===== src/integer_to_ascii_formatter_assert.svh =====
// Assertion macros used by the formatter back end.
// Each macro samples on clock and is disabled while reset is high.
`ifndef INTEGER_TO_ASCII_FORMATTER_ASSERT_SVH
`define INTEGER_TO_ASCII_FORMATTER_ASSERT_SVH

// Consequent checked in the same cycle as the antecedent.
`define ITA_ASSERT_SAME(lbl, ante, cons, msg) \
   lbl: assert property (@(posedge clock) disable iff (reset) (ante) |-> (cons)) \
      else $error(msg);

// Consequent checked in the cycle after the antecedent.
`define ITA_ASSERT_NEXT(lbl, ante, cons, msg) \
   lbl: assert property (@(posedge clock) disable iff (reset) (ante) |=> (cons)) \
      else $error(msg);

`endif


===== src/ita_pkg.sv =====
package ita_pkg;

   // Format commands
   localparam logic [1:0] CMD_SDEC = 2'd0;
   localparam logic [1:0] CMD_UDEC = 2'd1;
   localparam logic [1:0] CMD_LHEX = 2'd2;
   localparam logic [1:0] CMD_UHEX = 2'd3;

   // ASCII codes
   localparam logic [7:0] CHAR_MINUS   = 8'h2D;
   localparam logic [7:0] CHAR_ZERO    = 8'h30;
   localparam logic [7:0] CHAR_X       = 8'h78;
   localparam logic [7:0] CHAR_LO_BASE = 8'h57;  // 'a' - 10
   localparam logic [7:0] CHAR_UP_BASE = 8'h37;  // 'A' - 10

   // Classification of one item, carried from front to back
   typedef struct packed {
      logic hex;
      logic upper;
      logic neg;
      logic pfx;
   } item_info_type;

   typedef enum logic [2:0] {
      ST_IDLE,
      ST_CONV,
      ST_SIGN,
      ST_PFX0,
      ST_PFX1,
      ST_DIGIT
   } back_state_type;

   // Map one digit to its ASCII code
   function automatic logic [7:0] digit_char(input logic [3:0] d, input logic upper);
      logic [7:0] dx;
      dx = {4'h0, d};
      if (d < 4'd10) begin
         return CHAR_ZERO + dx;
      end
      return (upper ? CHAR_UP_BASE : CHAR_LO_BASE) + dx;
   endfunction

   // Add-3 correction of one BCD digit before a shift
   function automatic logic [3:0] bcd_adjust(input logic [3:0] d);
      return (d >= 4'd5) ? d + 4'd3 : d;
   endfunction

endpackage


===== src/ita_front.sv =====
module ita_front #(
   parameter int DEC_WIDTH = 32,
   parameter int HEX_WIDTH = 64,
   parameter int MAG_W     = 64
) (
   input  logic                  req_valid,
   output logic                  req_stall,
   input  logic [1:0]            req_command,
   input  logic [63:0]           req_value,
   input  logic                  req_want_prefix,
   input  logic                  q_full,
   output logic                  q_push,
   output ita_pkg::item_info_type q_info,
   output logic [MAG_W-1:0]      q_mag
);

   localparam int HEX_PAD = ((HEX_WIDTH + 3) / 4) * 4;

   logic                 is_hex;
   logic [DEC_WIDTH-1:0] dec_val;
   logic [DEC_WIDTH-1:0] dec_mag;
   logic [HEX_WIDTH-1:0] hex_val;

   // Accept while the queue has room
   assign req_stall = q_full;
   assign q_push    = req_valid && !q_full;

   // Classify the item and left-align its magnitude
   always_comb begin
      is_hex  = (req_command == ita_pkg::CMD_LHEX) || (req_command == ita_pkg::CMD_UHEX);
      dec_val = req_value[DEC_WIDTH-1:0];
      hex_val = req_value[HEX_WIDTH-1:0];

      q_info.hex   = is_hex;
      q_info.upper = (req_command == ita_pkg::CMD_UHEX);
      q_info.neg   = (req_command == ita_pkg::CMD_SDEC) && dec_val[DEC_WIDTH-1];
      q_info.pfx   = is_hex && req_want_prefix && (hex_val != '0);

      // Negation wraps the most negative value onto itself, its own magnitude
      dec_mag = q_info.neg ? (~dec_val + 1'b1) : dec_val;

      if (is_hex) begin
         q_mag = MAG_W'(hex_val) << (MAG_W - HEX_PAD);
      end else begin
         q_mag = MAG_W'(dec_mag) << (MAG_W - DEC_WIDTH);
      end
   end

endmodule


===== src/ita_queue.sv =====
module ita_queue #(
   parameter int DATA_W = 68
) (
   input  logic              clock,
   input  logic              reset,
   input  logic              push,
   input  logic [DATA_W-1:0] push_data,
   output logic              full,
   input  logic              pop,
   output logic [DATA_W-1:0] pop_data,
   output logic              not_empty
);

   logic [DATA_W-1:0] mem [2];
   logic              wr_ptr_ff;
   logic              wr_ptr_in;
   logic              rd_ptr_ff;
   logic              rd_ptr_in;
   logic [1:0]        cnt_ff;
   logic [1:0]        cnt_in;

   assign full      = (cnt_ff == 2'd2);
   assign not_empty = (cnt_ff != 2'd0);
   assign pop_data  = mem[rd_ptr_ff];

   // Advance pointers and occupancy
   always_comb begin
      wr_ptr_in = wr_ptr_ff ^ push;
      rd_ptr_in = rd_ptr_ff ^ pop;
      cnt_in    = cnt_ff + {1'b0, push} - {1'b0, pop};
   end

   always_ff @(posedge clock) begin
      if (reset) begin
         wr_ptr_ff <= 1'b0;
         rd_ptr_ff <= 1'b0;
         cnt_ff    <= 2'd0;
      end else begin
         wr_ptr_ff <= wr_ptr_in;
         rd_ptr_ff <= rd_ptr_in;
         cnt_ff    <= cnt_in;
      end
   end

   // Store entries
   always_ff @(posedge clock) begin
      if (push) begin
         mem[wr_ptr_ff] <= push_data;
      end
   end

endmodule


===== src/ita_back.sv =====
`include "integer_to_ascii_formatter_assert.svh"

module ita_back #(
   parameter int DEC_WIDTH = 32,
   parameter int HEX_WIDTH = 64,
   parameter int MAG_W     = 64
) (
   input  logic                   clock,
   input  logic                   reset,
   input  logic                   q_valid,
   input  ita_pkg::item_info_type q_info,
   input  logic [MAG_W-1:0]       q_mag,
   output logic                   q_pop,
   output logic                   rsp_valid,
   input  logic                   rsp_stall,
   output logic [7:0]             rsp_char_out,
   output logic                   rsp_last
);

   localparam int HEX_DIGITS = (HEX_WIDTH + 3) / 4;
   localparam int DEC_DIGITS = (DEC_WIDTH * 77) / 256 + 1;
   localparam int NDIG       = (DEC_DIGITS > HEX_DIGITS) ? DEC_DIGITS : HEX_DIGITS;
   localparam int NDW        = $clog2(NDIG + 1);
   localparam int DIW        = $clog2(NDIG);
   localparam int CNT_W      = $clog2(MAG_W + 1);

   ita_pkg::back_state_type state_ff, state_in;
   ita_pkg::item_info_type  info_ff, info_in;
   logic [MAG_W-1:0]        mag_ff, mag_in, mag_step;
   logic [NDIG-1:0][3:0]    dig_ff, dig_in, dig_adj;
   logic [NDIG*4-1:0]       adj_flat;
   logic [NDIG*4-1:0]       dig_step;
   logic [NDW-1:0]          ndig_ff, ndig_in;
   logic [CNT_W-1:0]        cnt_ff, cnt_in;
   logic                    grow;
   logic [DIW-1:0]          dig_idx;
   logic                    out_free;
   logic                    push;
   logic [7:0]              char_in;
   logic                    last_in;
   logic                    rsp_valid_ff, rsp_valid_in;
   logic [7:0]              rsp_char_ff;
   logic                    rsp_last_ff;
   logic                    in_conv;
   logic                    in_idle;
   logic                    ndig_ok;

   // One conversion step: double dabble for decimal, nibble shift for hex
   always_comb begin
      for (int i = 0; i < NDIG; i++) begin
         dig_adj[i] = ita_pkg::bcd_adjust(dig_ff[i]);
      end
      adj_flat = dig_adj;
      if (info_ff.hex) begin
         dig_step = {dig_ff[NDIG-2:0], mag_ff[MAG_W-1 -: 4]};
         mag_step = mag_ff << 4;
      end else begin
         dig_step = {adj_flat[NDIG*4-2:0], mag_ff[MAG_W-1]};
         mag_step = mag_ff << 1;
      end
      // The digit count grows by at most one per step
      grow = 1'b0;
      for (int i = 1; i < NDIG; i++) begin
         if ((ndig_ff == NDW'(i)) && (dig_step[i*4 +: 4] != 4'd0)) begin
            grow = 1'b1;
         end
      end
   end

   assign dig_idx  = DIW'(ndig_ff - NDW'(1));
   assign out_free = !rsp_valid_ff || !rsp_stall;

   // Sequence load, conversion and character emission
   always_comb begin
      state_in = state_ff;
      info_in  = info_ff;
      mag_in   = mag_ff;
      dig_in   = dig_ff;
      ndig_in  = ndig_ff;
      cnt_in   = cnt_ff;
      q_pop    = 1'b0;
      push     = 1'b0;
      char_in  = ita_pkg::CHAR_ZERO;
      last_in  = 1'b0;
      unique case (state_ff)
         ita_pkg::ST_IDLE: begin
            if (q_valid) begin
               q_pop    = 1'b1;
               info_in  = q_info;
               mag_in   = q_mag;
               dig_in   = '0;
               ndig_in  = NDW'(1);
               cnt_in   = q_info.hex ? CNT_W'(HEX_DIGITS - 1) : CNT_W'(DEC_WIDTH - 1);
               state_in = ita_pkg::ST_CONV;
            end
         end
         ita_pkg::ST_CONV: begin
            dig_in  = dig_step;
            mag_in  = mag_step;
            ndig_in = ndig_ff + NDW'(grow);
            cnt_in  = cnt_ff - CNT_W'(1);
            if (cnt_ff == '0) begin
               if (info_ff.neg) begin
                  state_in = ita_pkg::ST_SIGN;
               end else if (info_ff.pfx) begin
                  state_in = ita_pkg::ST_PFX0;
               end else begin
                  state_in = ita_pkg::ST_DIGIT;
               end
            end
         end
         ita_pkg::ST_SIGN: begin
            if (out_free) begin
               push     = 1'b1;
               char_in  = ita_pkg::CHAR_MINUS;
               state_in = ita_pkg::ST_DIGIT;
            end
         end
         ita_pkg::ST_PFX0: begin
            if (out_free) begin
               push     = 1'b1;
               char_in  = ita_pkg::CHAR_ZERO;
               state_in = ita_pkg::ST_PFX1;
            end
         end
         ita_pkg::ST_PFX1: begin
            if (out_free) begin
               push     = 1'b1;
               char_in  = ita_pkg::CHAR_X;
               state_in = ita_pkg::ST_DIGIT;
            end
         end
         ita_pkg::ST_DIGIT: begin
            if (out_free) begin
               push    = 1'b1;
               char_in = ita_pkg::digit_char(dig_ff[dig_idx], info_ff.upper);
               last_in = (ndig_ff == NDW'(1));
               if (last_in) begin
                  state_in = ita_pkg::ST_IDLE;
               end else begin
                  ndig_in = ndig_ff - NDW'(1);
               end
            end
         end
         default: begin
            state_in = ita_pkg::ST_IDLE;
         end
      endcase
   end

   // Output register: load on emit, drop once transferred
   always_comb begin
      if (push) begin
         rsp_valid_in = 1'b1;
      end else if (!rsp_stall) begin
         rsp_valid_in = 1'b0;
      end else begin
         rsp_valid_in = rsp_valid_ff;
      end
   end

   always_ff @(posedge clock) begin
      if (reset) begin
         state_ff     <= ita_pkg::ST_IDLE;
         ndig_ff      <= NDW'(1);
         cnt_ff       <= '0;
         rsp_valid_ff <= 1'b0;
      end else begin
         state_ff     <= state_in;
         ndig_ff      <= ndig_in;
         cnt_ff       <= cnt_in;
         rsp_valid_ff <= rsp_valid_in;
      end
   end

   // Payload registers
   always_ff @(posedge clock) begin
      info_ff <= info_in;
      mag_ff  <= mag_in;
      dig_ff  <= dig_in;
      if (push) begin
         rsp_char_ff <= char_in;
         rsp_last_ff <= last_in;
      end
   end

   assign rsp_valid    = rsp_valid_ff;
   assign rsp_char_out = rsp_char_ff;
   assign rsp_last     = rsp_last_ff;

   assign in_conv = (state_ff == ita_pkg::ST_CONV);
   assign in_idle = (state_ff == ita_pkg::ST_IDLE);
   assign ndig_ok = (ndig_ff != '0) && (ndig_ff <= NDW'(NDIG));

   `ITA_ASSERT_NEXT(a_conv_runs, in_conv && (cnt_ff != '0), in_conv, "conversion ended early")
   `ITA_ASSERT_SAME(a_ndig_range, 1'b1, ndig_ok, "digit count out of range")
   `ITA_ASSERT_NEXT(a_last_idle, push && last_in, in_idle, "last character did not end the item")

endmodule


===== src/integer_to_ascii_formatter.sv =====
// Channel   Direction  Handshake             Payload
// req_      in         req_valid/req_stall   command, value, want_prefix
// rsp_      out        rsp_valid/rsp_stall   char_out, last
//
// One item at a time in the back end: a load step, then conversion (decimal, one bit per cycle;
// hex, one nibble per cycle), then the characters: a minus sign or 0x prefix if any, then the digits.
// A two-entry queue lets the front accept items while the back works.
// Reset is synchronous and clears queue, state machine and output valid.
// A stalled result holds in the output register; the back waits until it is taken.
module integer_to_ascii_formatter #(
   parameter int DEC_WIDTH = 32,
   parameter int HEX_WIDTH = 64
) (
   input  logic        clock,
   input  logic        reset,
   input  logic        req_valid,
   output logic        req_stall,
   input  logic [1:0]  req_command,
   input  logic [63:0] req_value,
   input  logic        req_want_prefix,
   output logic        rsp_valid,
   input  logic        rsp_stall,
   output logic [7:0]  rsp_char_out,
   output logic        rsp_last
);

   localparam int HEX_PAD = ((HEX_WIDTH + 3) / 4) * 4;
   localparam int MAG_W   = (DEC_WIDTH > HEX_PAD) ? DEC_WIDTH : HEX_PAD;
   localparam int INFO_W  = $bits(ita_pkg::item_info_type);
   localparam int DATA_W  = INFO_W + MAG_W;

   logic                   q_full;
   logic                   q_push;
   logic                   q_pop;
   logic                   q_valid;
   ita_pkg::item_info_type front_info;
   ita_pkg::item_info_type back_info;
   logic [MAG_W-1:0]       front_mag;
   logic [MAG_W-1:0]       back_mag;
   logic [DATA_W-1:0]      q_out;

   ita_front #(
      .DEC_WIDTH (DEC_WIDTH),
      .HEX_WIDTH (HEX_WIDTH),
      .MAG_W     (MAG_W)
   ) u_front (
      .req_valid       (req_valid),
      .req_stall       (req_stall),
      .req_command     (req_command),
      .req_value       (req_value),
      .req_want_prefix (req_want_prefix),
      .q_full          (q_full),
      .q_push          (q_push),
      .q_info          (front_info),
      .q_mag           (front_mag)
   );

   ita_queue #(
      .DATA_W (DATA_W)
   ) u_queue (
      .clock     (clock),
      .reset     (reset),
      .push      (q_push),
      .push_data ({front_info, front_mag}),
      .full      (q_full),
      .pop       (q_pop),
      .pop_data  (q_out),
      .not_empty (q_valid)
   );

   // Split queue entry into classification and magnitude
   assign back_info = q_out[DATA_W-1 -: INFO_W];
   assign back_mag  = q_out[MAG_W-1:0];

   ita_back #(
      .DEC_WIDTH (DEC_WIDTH),
      .HEX_WIDTH (HEX_WIDTH),
      .MAG_W     (MAG_W)
   ) u_back (
      .clock        (clock),
      .reset        (reset),
      .q_valid      (q_valid),
      .q_info       (back_info),
      .q_mag        (back_mag),
      .q_pop        (q_pop),
      .rsp_valid    (rsp_valid),
      .rsp_stall    (rsp_stall),
      .rsp_char_out (rsp_char_out),
      .rsp_last     (rsp_last)
   );

endmodule


===== config.mk =====
export PLATFORM = sky130hd
export DESIGN_NAME = integer_to_ascii_formatter
export DESIGN_NICKNAME = d
export VERILOG_FILES = /design/src/ita_pkg.sv /design/src/ita_front.sv /design/src/ita_queue.sv /design/src/ita_back.sv /design/src/integer_to_ascii_formatter.sv
export VERILOG_INCLUDE_DIRS = /design/src /design/src/src
export SDC_FILE = /design/constraint.sdc
export NUM_CORES = 1
export LEC_CHECK = 0
export ABC_AREA = 0
export CAP_MARGIN = 25
export CORE_ASPECT_RATIO = 0.75
export CORE_MARGIN = 4
export CORE_UTILIZATION = 60
export CTS_BUF_LIST = sky130_fd_sc_hd__clkbuf_8
export CTS_CLUSTER_DIAMETER = 60
export DETAILED_ROUTE_END_ITERATION = 12
export DONT_BUFFER_PORTS = 1
export GPL_ROUTABILITY_DRIVEN = 0
export PLACE_DENSITY = 0.86
export SETUP_SLACK_MARGIN = 0.15
export SYNTH_ARGS = -nofsm -noshare
export SYNTH_HDL_FRONTEND = slang
export SYNTH_SLANG_ARGS = --single-unit

===== constraint.sdc =====
create_clock -name clock -period 4.3 [get_ports clock]
set_input_delay 0.86 -clock clock [delete_from_list [all_inputs] [get_ports clock]]
set_output_delay 0.86 -clock clock [all_outputs]
set_load 0.01 [all_outputs]

After elaboration in Yosys (flattened, before gate mapping):

Memories as Yosys holds them, arrays and structs flattened. A register that Yosys moved wholly into a read port is not among the register bits.
Cells that the tools add are included.

* shift-type cells: 0
* divide/modulo/power cells: 0
* muxes and demuxes: 76
* $mul: 0
* add/sub/neg operators: 24
* eq/ne operators: 31
* reduce and logical (&&, ||, !) cells: 53
* $lt $le $gt $ge: 18
* bitwise logic cells: 3

Operators by type and width (count)
* $mux 64: 5
* $pmux 64 s2: 2
* $ge 4x3->1 const B: 16
* $mux 4: 16
* $reduce_bool 64->1: 1
* $add 4x2->4 const B: 15
* $reduce_bool 4->1: 15
* $eq 5x4->1 const B: 8
* $add 32x1->32 const B: 1
* $mux 32: 1
* $not 32->32: 1
* $mux 1: 27
* $mux 3: 9
* $mux 5: 5
* $mux 8: 3
* $pmux 8 s3: 1
* $mux 7: 3
* $eq 5x3->1 const B: 4
* $logic_and 1x1->1: 19
* $bmux 4 s4: 1
* $pmux 3 s5: 1
* $pmux 5 s3: 1
* $pmux 7 s2: 1
* $eq 5x2->1 const B: 2
* other kinds (30): 47

* memory bits (read-only): 0
* word-level logic and storage cells: 236
* memory bits (writable): 136
* latch bits: 0
* register bits after elaboration: 161
* memories: 1
* bits of input ports: 71
* output and inout bits: 11

Memory list
* u_queue.mem: depth 2, width 68, read ports 1, clocked after memory_dff 1, write ports 1, RTL line ita_queue.sv:14 `logic [DATA_W-1:0] mem [2];`

Longest topological paths before layout:

* depth after elaboration: 22
* depth in mapped cells: 18
* gate-level depth less buffers: 17

Modules after synthesis:

From an unflattened synthesis, not the netlist that was laid out.

* cells, all modules: 1542
* area total of the unflattened synthesis: 17086.4 µm²

By module, submodules not included
* ita_back: sequential area each 4524.3 µm², area each 10351.2 µm², cells each 1058, instances 1
* ita_queue: sequential area each 4164.0 µm², area each 5154.9 µm², cells each 231, instances 1
* ita_front: sequential area each 0.0 µm², area each 1580.3 µm², cells each 253, instances 1

Worst setup path after synthesis:

OpenSTA, ideal clock, no wires.

* path kind: flip-flop to flip-flop
* from: register u_back.state_ff[0]
* to: register u_back.dig_ff[0] (netlist bit) (enable)
* buffers on the path: 2
* clock period less this slack: 4247 ps
* path slack: 53 ps
* arrival time: 3128 ps
* cell stages (with the launch flop): 6
* library setup time: 1119 ps
* data required time: 3181 ps
* cells stage by stage: dfxtp_1 -> nor2b_1 -> clkbuf_1 -> nand2b_1 -> clkbuf_1 -> nand2_1

* longest elaborated chain between the ends: 3
* elaborated cells between the ends (all ways): 5
* classes of those cells: eq/ne: 2; reduce/logical: 3

Ends and longest elaborated chain
* from (decl): RTL line ita_back.sv:27 `ita_pkg::back_state_type state_ff, state_in;`
* from (signal assigned): RTL line ita_back.sv:164 `state_ff <= ita_pkg::ST_IDLE;`
* from (signal assigned): RTL line ita_back.sv:169 `state_ff <= state_in;`
* $eq 3x1->1 / $logic_not 3->1 (equally long branches)
* $reduce_bool 2->1 (no line) / $ne 2x2->1 (equally long branches)
* $reduce_and 2->1 (no line) (*)
* to (signal assigned): RTL line ita_back.sv:180 `dig_ff <= dig_in;`
* to (decl): RTL line ita_back.sv:30 `logic [NDIG-1:0][3:0] dig_ff, dig_in, dig_adj;`

Every way passes the cells marked *; elsewhere a longest branch is shown, timed or not.
A chain may end at the register's enable or synchronous reset.

Worst setup path after layout:

* from: register u_back.dig_ff[36] (netlist bit)
* to: register u_back.ndig_ff[2]

* longest elaborated chain between the ends: 14
* elaborated cells between the ends (all ways): 17
* classes of those cells: add/sub: 2; order compare: 1; mux: 10; reduce/logical: 4

Ends and longest elaborated chain
* $add 4x2->4 / $ge 4x3->1 (equally long branches): RTL line ita_pkg.sv:45 `return (d >= 4'd5) ? d + 4'd3 : d;`
* $mux 4: RTL line ita_pkg.sv:45
* $mux 64 (*): RTL line ita_back.sv:54 `if (info_ff.hex) begin`
* $reduce_bool 4->1: RTL line ita_back.sv:64 `if ((ndig_ff == NDW'(i)) && (dig_step[i*4 +: 4] != 4'd0)) begin`
* $logic_and 1x1->1: RTL line ita_back.sv:64
* $mux 1: RTL line ita_back.sv:64
* $mux 1 (*) (6 in series): RTL line ita_back.sv:64
* $add 5x1->5 (*): RTL line ita_back.sv:100 `ndig_in = ndig_ff + NDW'(grow);`
* $pmux 5 s3 (*): RTL line ita_back.sv:85 `unique case (state_ff)`
* to (signal assigned): RTL line ita_back.sv:170 `ndig_ff <= ndig_in;`
* to (decl): RTL line ita_back.sv:33 `logic [NDW-1:0] ndig_ff, ndig_in;`

Marked as above.

==> flow_metrics.env <==
export IMPL_outcome="finished, final reports clean"
export IMPL_cp_max_fo=5
export IMPL_fmax_mhz=268
export IMPL_grtUsageMet2=0.391
export IMPL_peakVddDrop_mv=0.916
export IMPL_netlist_area_um2=16400
export IMPL_ys_async_sr_fraction=0
export IMPL_grt_pass1_vias=11400
export IMPL_cap_viol_max_count=0
export IMPL_dpl_cell_count=1785
export IMPL_finalMaxSlewViolations=0
export IMPL_crit_type="reg2reg"
export IMPL_post_cts_resized=0
export IMPL_grt_usage=0.246
export IMPL_ctsRootBufferMaster="clkbuf_8"
export IMPL_num_nets_final=1601
export IMPL_tns_ps=0
export IMPL_clk_latency_ps=550
export IMPL_finClkSkew_ps=21.0
export IMPL_stdcell_count=1873
export IMPL_vias=11900
export IMPL_ys_warn_count=0
export IMPL_via_per_inst=6.33
export IMPL_htree_num_levels=2
export IMPL_core_um2=26900
export IMPL_grt_pass1_wl_mm=59.4
export IMPL_max_slew_margin=0.352
export IMPL_met3_usage=0.0487
export IMPL_numPortBuffers=0
export IMPL_synth_edf_count=276
export IMPL_hold_viol=0
export IMPL_synth_distinct_cells=71
export IMPL_synthSimpleGateAreaFrac=0.144
export IMPL_synth_seq_area_share=0.530
export IMPL_drive_above_1_share=0.0829
export IMPL_clk_pin_slew_ps=60
export IMPL_grt_max_degree=104
export IMPL_die_x_um=199
export IMPL_rsz0062_at_grt="false"
export IMPL_n_fill_cell=1969
export IMPL_cts_buffers=47
export IMPL_synthCells=1514
export IMPL_io_pins=82
export IMPL_clockBufferDepth=3
export IMPL_grt_util_met1=0.349
export IMPL_period_share=0.869
export IMPL_drtAntennaViolNets=0
export IMPL_antenna_found_initial=2
export IMPL_tightest_slew_ps=972
export IMPL_crit_arrival_ps=4180
export IMPL_powerDensity_nw_per_um2=809
export IMPL_start_kind="flip-flop"
export IMPL_cts_sinks=296
export IMPL_die_area_um2=30000
export IMPL_synth_top_area_share=0.506
export IMPL_top_usage_layer="met2"
export IMPL_dpl_hpwl_mm=24.9
export IMPL_cp_end_kind="flip-flop"
export IMPL_ys_ff_latch=296
export IMPL_start_util=0.608
export IMPL_synth_top_family_by_area="compound AO/OA/AOI/OAI gates"
export IMPL_routed_wirelength_mm=37.5
export IMPL_finalCriticalPeriod_ps=3740
export IMPL_avgSynthCellArea_um2=10.8
export IMPL_cts_hold_fix_buffers=0
export IMPL_required_ps=4740
export IMPL_post_route_util=0.652
export IMPL_rows=52
export IMPL_syn_nets=1632
export IMPL_drt_iter0_drc=1440
export IMPL_wl_per_cell_um=20.0
export IMPL_yosysTopAreaCell="edfxtp_1"
export IMPL_synth_fa_ha_area_frac=0.0359
export IMPL_min_path_type="in2reg"
export IMPL_synth_xor_area_frac=0.0278
export IMPL_grt_overflow=0
export IMPL_cts_setup_buffers=0
export IMPL_synth_compound_area_frac=0.144
export IMPL_leakagePower_nw=6.28
export IMPL_cts_tree="yes"
export IMPL_ys_top_cells_by_area="edfxtp_1, mux2i_1, a21oi_1, ha_1, a211oi_1"
export IMPL_syn2layout_area_growth_pct=7.15
export IMPL_synthFlopType="edfxtp_1"
export IMPL_firstDrtPassIters=5
export IMPL_muxShareOfSynthArea=0.0815
export IMPL_setup_viol=0
export IMPL_drcViolationCount=0
export IMPL_die_h_um=151
==> placed cells by master, fill, tap and decap left out, types with 4 or more instances in the layout <==
| cell | netlist | layout |
|---|---|---|
| nor3b_1 | 14 | 14 |
| o31ai_1 | 4 | 4 |
| nand2b_1 | 24 | 23 |
| nand2_1 | 109 | 108 |
| mux2_2 | 12 | 12 |
| nor2b_1 | 73 | 73 |
| and2_1 | 44 | 44 |
| a211oi_1 | 71 | 71 |
| clkinv_1 | 1 | 13 |
| o211ai_1 | 11 | 11 |
| nand3_1 | 14 | 14 |
| dfxtp_1 | 20 | 19 |
| clkbuf_8 | 0 | 53 |
| inv_1 | 56 | 66 |
| buf_4 | 1 | 12 |
| mux4_2 | 16 | 16 |
| or4_1 | 5 | 5 |
| nor2_1 | 122 | 121 |
| ha_1 | 47 | 45 |
| nor3_1 | 23 | 23 |
| nor4_1 | 13 | 13 |
| o21ai_1 | 4 | 4 |
| nand3b_1 | 6 | 6 |
| xnor2_1 | 33 | 33 |
| xor2_1 | 19 | 19 |
| o21ai_0 | 75 | 75 |
| a21oi_1 | 152 | 152 |
| a31oi_1 | 20 | 20 |
| edfxtp_1 | 276 | 276 |
| clkinv_2 | 0 | 9 |
| o22ai_1 | 6 | 6 |
| buf_12 | 0 | 4 |
| mux2i_1 | 84 | 84 |
==> worst max-delay path: stages (launching register included) <==
cell and delay [ps]:
edfxtp_1 460, inv_1 140, ha_1 220, nand2b_1 70, a21oi_1 280, nand2b_1 150
a21oi_1 90, or4_1 550, a21oi_1 180, a32oi_1 70, a311o_1 420, ha_1 230
ha_1 200, mux2_2 280, nand2b_1 80, a2bb2oi_1 160, nor2_1 50
==> cell type report <==
cell class	count	area (um^2)	share of cell area
Inverter	57	214	0.0122
Tap cell	351	439	0.0250
Sequential cell	296	8690	0.495
Timing Repair Buffer	16	170	0.00969
Antenna cell	2	5.00	0.000285
Multi-Input combinational cell	1065	7130	0.406
Clock buffer	53	729	0.0415
Clock inverter	33	174	0.00991
==> state kept, by name, indices dropped and copies added (netlist names) <==
| register | cells |
|---|---|
| u_queue.cnt_ff | 2 |
| u_queue.wr_ptr_ff | 1 |
| u_queue.rd_ptr_ff | 1 |
| u_back.state_ff | 3 |
| u_back.info_ff | 4 |
| u_back.mag_ff | 64 |
| u_back.ndig_ff | 5 |
| u_back.cnt_ff | 7 |
| u_back.rsp_char_out | 7 |
| u_back.rsp_valid | 1 |
| u_back.rsp_last | 1 |
| u_back.dig_ff | 64 |
| u_queue.mem | 136 |
==> worst paths after layout <==
kind | startpoint | endpoint | slack [ps] | depth (start not counted)
setup / recovery | u_back.dig_ff[36]$_SDFFCE_PN0P_ | u_back.ndig_ff[2]$_SDFFE_PP0P_ | 560 | 16
hold / removal | reset | u_queue.rd_ptr_ff$_SDFF_PP0_ | 370 | 1
setup reg to reg | u_back.dig_ff[36]$_SDFFCE_PN0P_ | u_back.ndig_ff[2]$_SDFFE_PP0P_ | 560 | 16
hold reg to reg | u_back.cnt_ff[0]$_SDFFE_PP0P_ | u_back.cnt_ff[0]$_SDFFE_PP0P_ | 500 | 1
==> synthesized netlist by cell type (all sizes together), types with 23 or more instances <==
cell and count:
mux2i 84, and2 45, nand2b 24, ha 47, buf 23, nor3 23, nor2b 73, clkbuf 73
inv 56, a21oi 152, nand2 109, xnor2 33, o21ai 79, edfxtp 276, a211oi 71, nor2 123
==> per-layer routing <==
metal	wire (um)	vias up
met5	7	-
met4	865	2
met3	3270	87
met2	17600	534
met1	15800	5694
li1	-	5538
==> kinds of logic (layout without fill, tap and decap cells) <==
| group | Yosys count | in the layout |
|---|---|---|
| flops | 296 | 296 |
| mux | 112 | 112 |
| xor+xnor | 52 | 52 |
| compound gates | 386 | 386 |
| simple gates | 467 | 467 |
| buf+inv | 153 | 159 |
| other cells | 1 | 3 |
| fa+ha+maj | 47 | 47 |
==> stage by stage <==
stage / area, um^2 / worst slack [ps] / hold WS, ps / power (mW)
finish: 17600 / 563 / 372 / 14.2
global route: 17600 / 192 / 334 / 15.2
CTS: 17600 / 622 / 341 / 14.1
detailed placement: 16600 / 456 / 481 / 11.8
global placement: 16600 / 511 / 472 / 11.4
floorplan: 16400 / 788 / 460 / 10.2
==> power breakdown <==
group / leakage, nW / internal, mW / switching [mW]
sequential: 2.83 / 4.70 / 1.07
combinational: 2.94 / 2.41 / 3.71
clock: 0.509 / 1.19 / 1.11
No activity file was read; power rests on OpenSTA's default activity.
